--- src/hdl/chea_pkg.sv ---
// ----------------------------------------------------------------------------
// chea_pkg
// Types and constants shared by the channel hit and energy accumulator.
// ----------------------------------------------------------------------------
package chea_pkg;

    localparam int CHANNELS_DEF = 8736;
    localparam int SUM_BITS_DEF = 32;

    localparam int CMD_W   = 3;
    localparam int CHAN_W  = 14;
    localparam int EN_W    = 20;
    localparam int TIME_W  = 20;
    localparam int EVT_W   = 24;
    localparam int COUNT_W = 24;
    localparam int OSUM_W  = 32;
    localparam int TOTAL_W = 40;
    localparam int CFG_W   = 25;
    localparam int CFG_IDX_W = 3;

    // command codes
    localparam logic [CMD_W-1:0] CMD_CLEAR   = 3'd0;
    localparam logic [CMD_W-1:0] CMD_RECORD  = 3'd1;
    localparam logic [CMD_W-1:0] CMD_READ    = 3'd2;
    localparam logic [CMD_W-1:0] CMD_EXCLUDE = 3'd3;
    localparam logic [CMD_W-1:0] CMD_INCLUDE = 3'd4;

    // register indexes
    localparam logic [CFG_IDX_W-1:0] REG_TIME_LOW    = 3'd0;
    localparam logic [CFG_IDX_W-1:0] REG_TIME_HIGH   = 3'd1;
    localparam logic [CFG_IDX_W-1:0] REG_ENERGY_LOW  = 3'd2;
    localparam logic [CFG_IDX_W-1:0] REG_ENERGY_HIGH = 3'd3;
    localparam logic [CFG_IDX_W-1:0] REG_EVENT_LOW   = 3'd4;
    localparam logic [CFG_IDX_W-1:0] REG_EVENT_HIGH  = 3'd5;

    // register reset values
    localparam logic [15:0] TIME_LOW_RST    = 16'hF800;    // -2048
    localparam logic [15:0] TIME_HIGH_RST   = 16'hFFFF;
    localparam logic [15:0] ENERGY_LOW_RST  = 16'h0000;
    localparam logic [16:0] ENERGY_HIGH_RST = 17'h1FFFF;
    localparam logic [23:0] EVENT_LOW_RST   = 24'h000000;
    localparam logic [24:0] EVENT_HIGH_RST  = 25'h1FFFFFF;

    typedef struct packed {
        logic [CMD_W-1:0]         cmd;
        logic [CHAN_W-1:0]        channel;
        logic [EN_W-1:0]          energy;
        logic signed [TIME_W-1:0] hit_time;
        logic [EVT_W-1:0]         event_number;
    } hit_t;

    typedef struct packed {
        logic                 accepted;
        logic [COUNT_W-1:0]   channel_count;
        logic [OSUM_W-1:0]    channel_energy_sum;
        logic [COUNT_W-1:0]   largest_count;
        logic [OSUM_W-1:0]    largest_energy_sum;
        logic [TOTAL_W-1:0]   total_energy;
    } result_t;

    typedef enum logic [2:0] {
        ST_INIT,
        ST_IDLE,
        ST_CLEAR,
        ST_READ,
        ST_CALC,
        ST_WRITE
    } state_t;

    typedef struct packed {
        logic latch;
        logic read;
        logic calc;
        logic write;
        logic sweep;
        logic wipe_excl;
        logic finish_clear;
    } ctl_t;

    typedef struct packed {
        logic sweep_last;
    } stat_t;

endpackage

--- src/hdl/chea_ctrl.sv ---
// ----------------------------------------------------------------------------
// chea_ctrl
// Sequencer: power-up memory wipe, clear sweep and the read/update/write
// steps of every other command.
// ----------------------------------------------------------------------------
module chea_ctrl (
    input  logic                         clk,
    input  logic                         rst_n,
    input  logic                         start,
    input  logic [chea_pkg::CMD_W-1:0]   cmd,
    input  chea_pkg::stat_t              stat,
    output chea_pkg::ctl_t               ctl,
    output logic                         busy
);
    import chea_pkg::*;

    state_t state_reg;
    state_t state_next;

    always_ff @(posedge clk or negedge rst_n)
    begin
        if (!rst_n)
        begin
            state_reg <= ST_INIT;
        end
        else
        begin
            state_reg <= state_next;
        end
    end

    always_comb
    begin
        state_next = state_reg;
        unique case (state_reg)
            ST_INIT:
            begin
                if (stat.sweep_last)
                    state_next = ST_IDLE;
            end
            ST_IDLE:
            begin
                if (start)
                begin
                    if (cmd == CMD_CLEAR)
                        state_next = ST_CLEAR;
                    else
                        state_next = ST_READ;
                end
            end
            ST_CLEAR:
            begin
                if (stat.sweep_last)
                    state_next = ST_IDLE;
            end
            ST_READ:  state_next = ST_CALC;
            ST_CALC:  state_next = ST_WRITE;
            ST_WRITE: state_next = ST_IDLE;
            default:  state_next = ST_IDLE;
        endcase
    end

    always_comb
    begin
        ctl              = '0;
        ctl.latch        = (state_reg == ST_IDLE) && start;
        ctl.read         = (state_reg == ST_READ);
        ctl.calc         = (state_reg == ST_CALC);
        ctl.write        = (state_reg == ST_WRITE);
        ctl.sweep        = (state_reg == ST_INIT) || (state_reg == ST_CLEAR);
        ctl.wipe_excl    = (state_reg == ST_INIT);
        ctl.finish_clear = (state_reg == ST_CLEAR) && stat.sweep_last;
        busy             = (state_reg != ST_IDLE);
    end

endmodule

--- config.mk ---
export PLATFORM = sky130hd
export DESIGN_NAME = chea_ctrl
export DESIGN_NICKNAME = d
export VERILOG_FILES = /design/src/hdl/chea_pkg.sv /design/src/hdl/chea_ctrl.sv
export SDC_FILE = /design/constraint.sdc
export NUM_CORES = 1
export LEC_CHECK = 0
export ABC_AREA = 1
export BUFFER_PORTS_ARGS = -buffer_cell sky130_fd_sc_hd__buf_4
export CORE_AREA = 2 2 39 41
export DETAILED_ROUTE_END_ITERATION = 12
export DIE_AREA = 0 0 41 43
export SLEW_MARGIN = 0
export SYNTH_ARGS = -nofsm -noshare
export SYNTH_HDL_FRONTEND = slang
export SYNTH_SLANG_ARGS = --single-unit
export TNS_END_PERCENT = 5
--- constraint.sdc ---
create_clock -name clk -period 1.63 [get_ports clk]
set_input_delay 0.163 -clock clk [delete_from_list [all_inputs] [get_ports clk]]
set_output_delay 0.163 -clock clk [all_outputs]
set_load 0.03 [all_outputs]
* Word-level counts from Yosys, hierarchy flattened
Cells that the tools add are included.
** Word-level totals
- Word-level logic and storage cells :: 20
- Bits in registers :: 3
- Input port bits :: 7
** Operators by class
- Reduce and logical (&&, ||, !) cells :: 7
- Mux-type cells :: 4
- Equal/unequal tests :: 8
** Operators by type and width (count)
- 3-bit one-hot mux with 4 select lines :: 1
- 3-bit by 2-bit equality test with 1-bit output (second input constant) :: 2
- 3-bit equality test (second input constant) :: 2
- 3-bit logical NOT :: 2
- 3-bit two-way mux :: 2
- 3-bit by 1-bit equality test with 1-bit output (second input constant) :: 1
- 3-bit by 1-bit inequality test with 1-bit output (second input constant) :: 1
- 1-bit logical AND :: 2
- 2-bit by 1-bit inequality test with 1-bit output (second input constant) :: 1
- 2-bit inequality test (second input constant) :: 1
- 2-bit AND reduction :: 1
- 2-bit OR reduction :: 1
- 1-bit logical OR :: 1
- 1-bit two-way mux :: 1

* Logic depth before layout (Yosys ltp)
- Depth after elaboration :: 4
- Depth in mapped cells :: 6
- Depth with buffers taken out :: 6

* Worst setup path before layout
OpenSTA, ideal clock, no wires.
- Kind :: register to output
- From :: register state_reg[0]
- To :: output ctl[0] (netlist name)
- Slack :: 0.244 ns
- Arrival time :: 1.223 ns
- Buffers on the path :: 0
- Cell stages (with the launch flop) :: 4
- Cell sequence :: dfrtp_1 -> inv_2 -> nand2_4 -> nor3_1
** RTL lines
- from (decl) :: line chea_ctrl.sv:17 : state_t state_reg;
- from (signal assigned) :: line chea_ctrl.sv:28 : state_reg <= state_next;
- to (decl) :: line chea_ctrl.sv:12 : output chea_pkg::ctl_t ctl,

==> summary.md <==
| Metric | Value |
|---|---|
| Status | finished, final reports clean |
| Crit Path Class | reg2out |
| Core area | about 0.0014 mm2 |
| CP max FO | 5 |
| Num Clock Sinks | 3 |
| Post-synth cell types | 14 |
| Die H | 43 um |
| Initial antenna violation count | 0 |
| Filler instances | 160 |
| R2R Path End | state_reg[0] |
| DR vias | 250 |
| Mapped Avg Cell Area | 6.99 um2 |
| GP Congestion | a little over 0.7 |
| Gr ovfl total | 0 |
| PortBufs | 14 |
| Final setup skew | 0.700 ps |
| Switching Fraction | 53.4% |
| Critical path arrival | between 1000 and 1500 ps |
| Clock Path Buffers | 2 |
| Std cell rows | 14 |
| Worst EP required | 1470 ps |
| Nets | a little over 60 |
| Clk pin slew, worst setup/hold paths | around 40 ps |
| Post-synthesis net count | 41 |
| Clk pwr share | 14.3% |
| Post-Layout Inst Area | 399 um2 |
| Crit end category | primary output |
| #FFs+latches synth | 3 |
| Flop-to-flop setup slack | approximately 630 ps |
| Max reg flops | 3 |
| Total GRT Usage | 7.24% |
| Setup TNS | 0 ps |
| Post-Syn Instances | 34 |
| Hold/Removal Path Class | in2reg |
| Sequential power share | 16.5% |
| Endpoints failing setup | 0 |
| Sequential area share after synthesis | a little under a third |
| Most frequent cells in the layout | 14 x buf_4, 7 x inv_1, 5 x nor2_1, 5 x nand2_1 |
| Drt wl/cell | 7.35 um |
| Syn Std Cell Area | 238 um2 |
| Tightest Pin Transition | 161 ps |
| Final Hold Violating Endpoints | 0 |
| Register area | 75.1 um2 |
| Worst ir drop on vdd | 904 uV |
| Final HPWL DP | 440 um |
| Internal | 425 uW |
| Most common cell after layout, fill and taps aside | buf_4 |
| Remaining DRCs | 0 |
| Max cap viols | 0 |
| Vias in the first global route | 237 |
| Crit share post-route | 81.3% |
| CTS tree | built |
| FF-to-FF Start | state_reg[1] |
| Die area | 0.00176 mm2 |
| Cts bufs inserted | 3 |
| First-pass GRT wire length | around 800 um |
| Post-Route WL | ~510 um |
| Leakage | 0.000230 uW |
| Vias per std cell | around 3.6 |
| Startpoint types | flop |
| Initial core utilization | 17.2% |
| Register-to-Register Path Depth | 6 |
| Synth Warn # | 0 |
| Multi-input logic area | 125 um2 |
| Area growth, synth to finish | 67.9% |
| Power Density | 2280 mW/mm2 |
| Slew Limit Headroom | 89.2% |
| Die width | between 40 and 50 um |
| Placed Area | around 360 um2 |
| Share of cells above drive strength 1 | between 40 and 50% |
| Tmin final | 1330 ps |
| Critical Path End | ctl[5] |
| # IOs | 15 |
| Comb power frac | between 60 and 70% |
| Post-CTS sizing | 0 |
| Core Util, Final | 28.8% |
| Post-route ant nets | 0 |
| # diodes | 0 |
| Net switching power | 486 uW |
| Clk Latency, worst-skew pair | 230 ps |
| Largest net degree at the start of global routing | 7 |
| RSZ-0062 raised after global routing | false |
| Max frequency | roughly 0.75 GHz |
| Initial DRC Count | 6 |
| DRT Pass-1 Iters | 2 |
| Critical Path Source | state_reg[0] |
| Root Buffer | clkbuf_4 |
| H-tree levels | 1 |
| Pins Over Slew Limit | 0 |
what timing repair did:
action / 4_1_cts / 5_1_grt
endpoints found under the hold margin: 3 / 0
setup endpoints to repair: 0 / 0
setup buffers: 0 / 0
hold buffers: 1 / 0
worst max-delay path, stage by stage (launching register included):
cell and delay [ps]:
dfrtp_1 390, inv_2 80, nor2_1 130, inv_1 80, nor2_1 90, buf_4 160
through the flow:
stage	total power [uW]	hold slack, ps	setup slack, ps	std cells
global placement	781	-45.6	550	64
detailed placement	791	-44.9	539	64
floorplan	599	-133	244	34
finish	911	189	304	69
global route	984	207	195	69
CTS	932	187	281	69
synthesized netlist by cell type:
| cell type | instances | area [um2] |
|---|---|---|
| dfrtp_1 | 3 | 75.1 |
| nand4_1 | 1 | 6.26 |
| inv_2 | 3 | 11.3 |
| nor3_1 | 2 | 10.0 |
| nor2_4 | 1 | 11.3 |
| o21ai_0 | 1 | 5.00 |
| nand3_1 | 1 | 5.00 |
| nand2_4 | 1 | 11.3 |
| nor2_2 | 2 | 12.5 |
| nand3_4 | 1 | 17.5 |
| o21ai_2 | 1 | 8.76 |
| nor2_1 | 5 | 18.8 |
| nand2_1 | 5 | 18.8 |
| inv_1 | 7 | 26.3 |
power by group through the flow:
stage | Clock (uW) | Sequential, uW | Combinational (uW)
finish | 130 | 150 | 631
global placement | 0 | 150 | 631
floorplan | 0 | 146 | 453
CTS | 139 | 151 | 643
global route | 146 | 156 | 681
detailed placement | 0 | 152 | 639
final cells by class:
cell class	instances	share of cell area [%]
clock buffers	4	6.58
inverters	10	9.40
multi-input cells	21	31.3
flip-flops and latches	3	18.8
well taps	16	5.02
repair buffers	15	28.8
worst min path at each step:
stage | slack (ps) | depth (start not counted) | startpoint | endpoint
after floorplan | -130 | 0 | rst_n | state_reg[0]
after global placement | -50 | 1 | rst_n | state_reg[2]
after detailed placement | -40 | 1 | rst_n | state_reg[2]
after CTS | 190 | 4 | start | state_reg[0]
after global routing | 210 | 4 | start | state_reg[0]
final | 190 | 4 | start | state_reg[0]
logic make-up (layout without fill, tap and decap cells):
logic type             after synthesis  after routing  synth area share, %
AOI/OAI and AO/OA                    2              2                 5.79
and+or+nand+nor                     19             19                 46.8
DFF                                  3              3                 31.6
buffers and inverters               10             29                 15.8
routing by layer:
layer	wire length (um)	GRT usage [%]	vias up
li1	-	-	137
met5	0	0	-
met3	56	3.14	0
met1	174	7.10	105
met2	276	10.9	8
met4	0	6.00	0
Note: power is estimated with default switching activity, not from simulation.
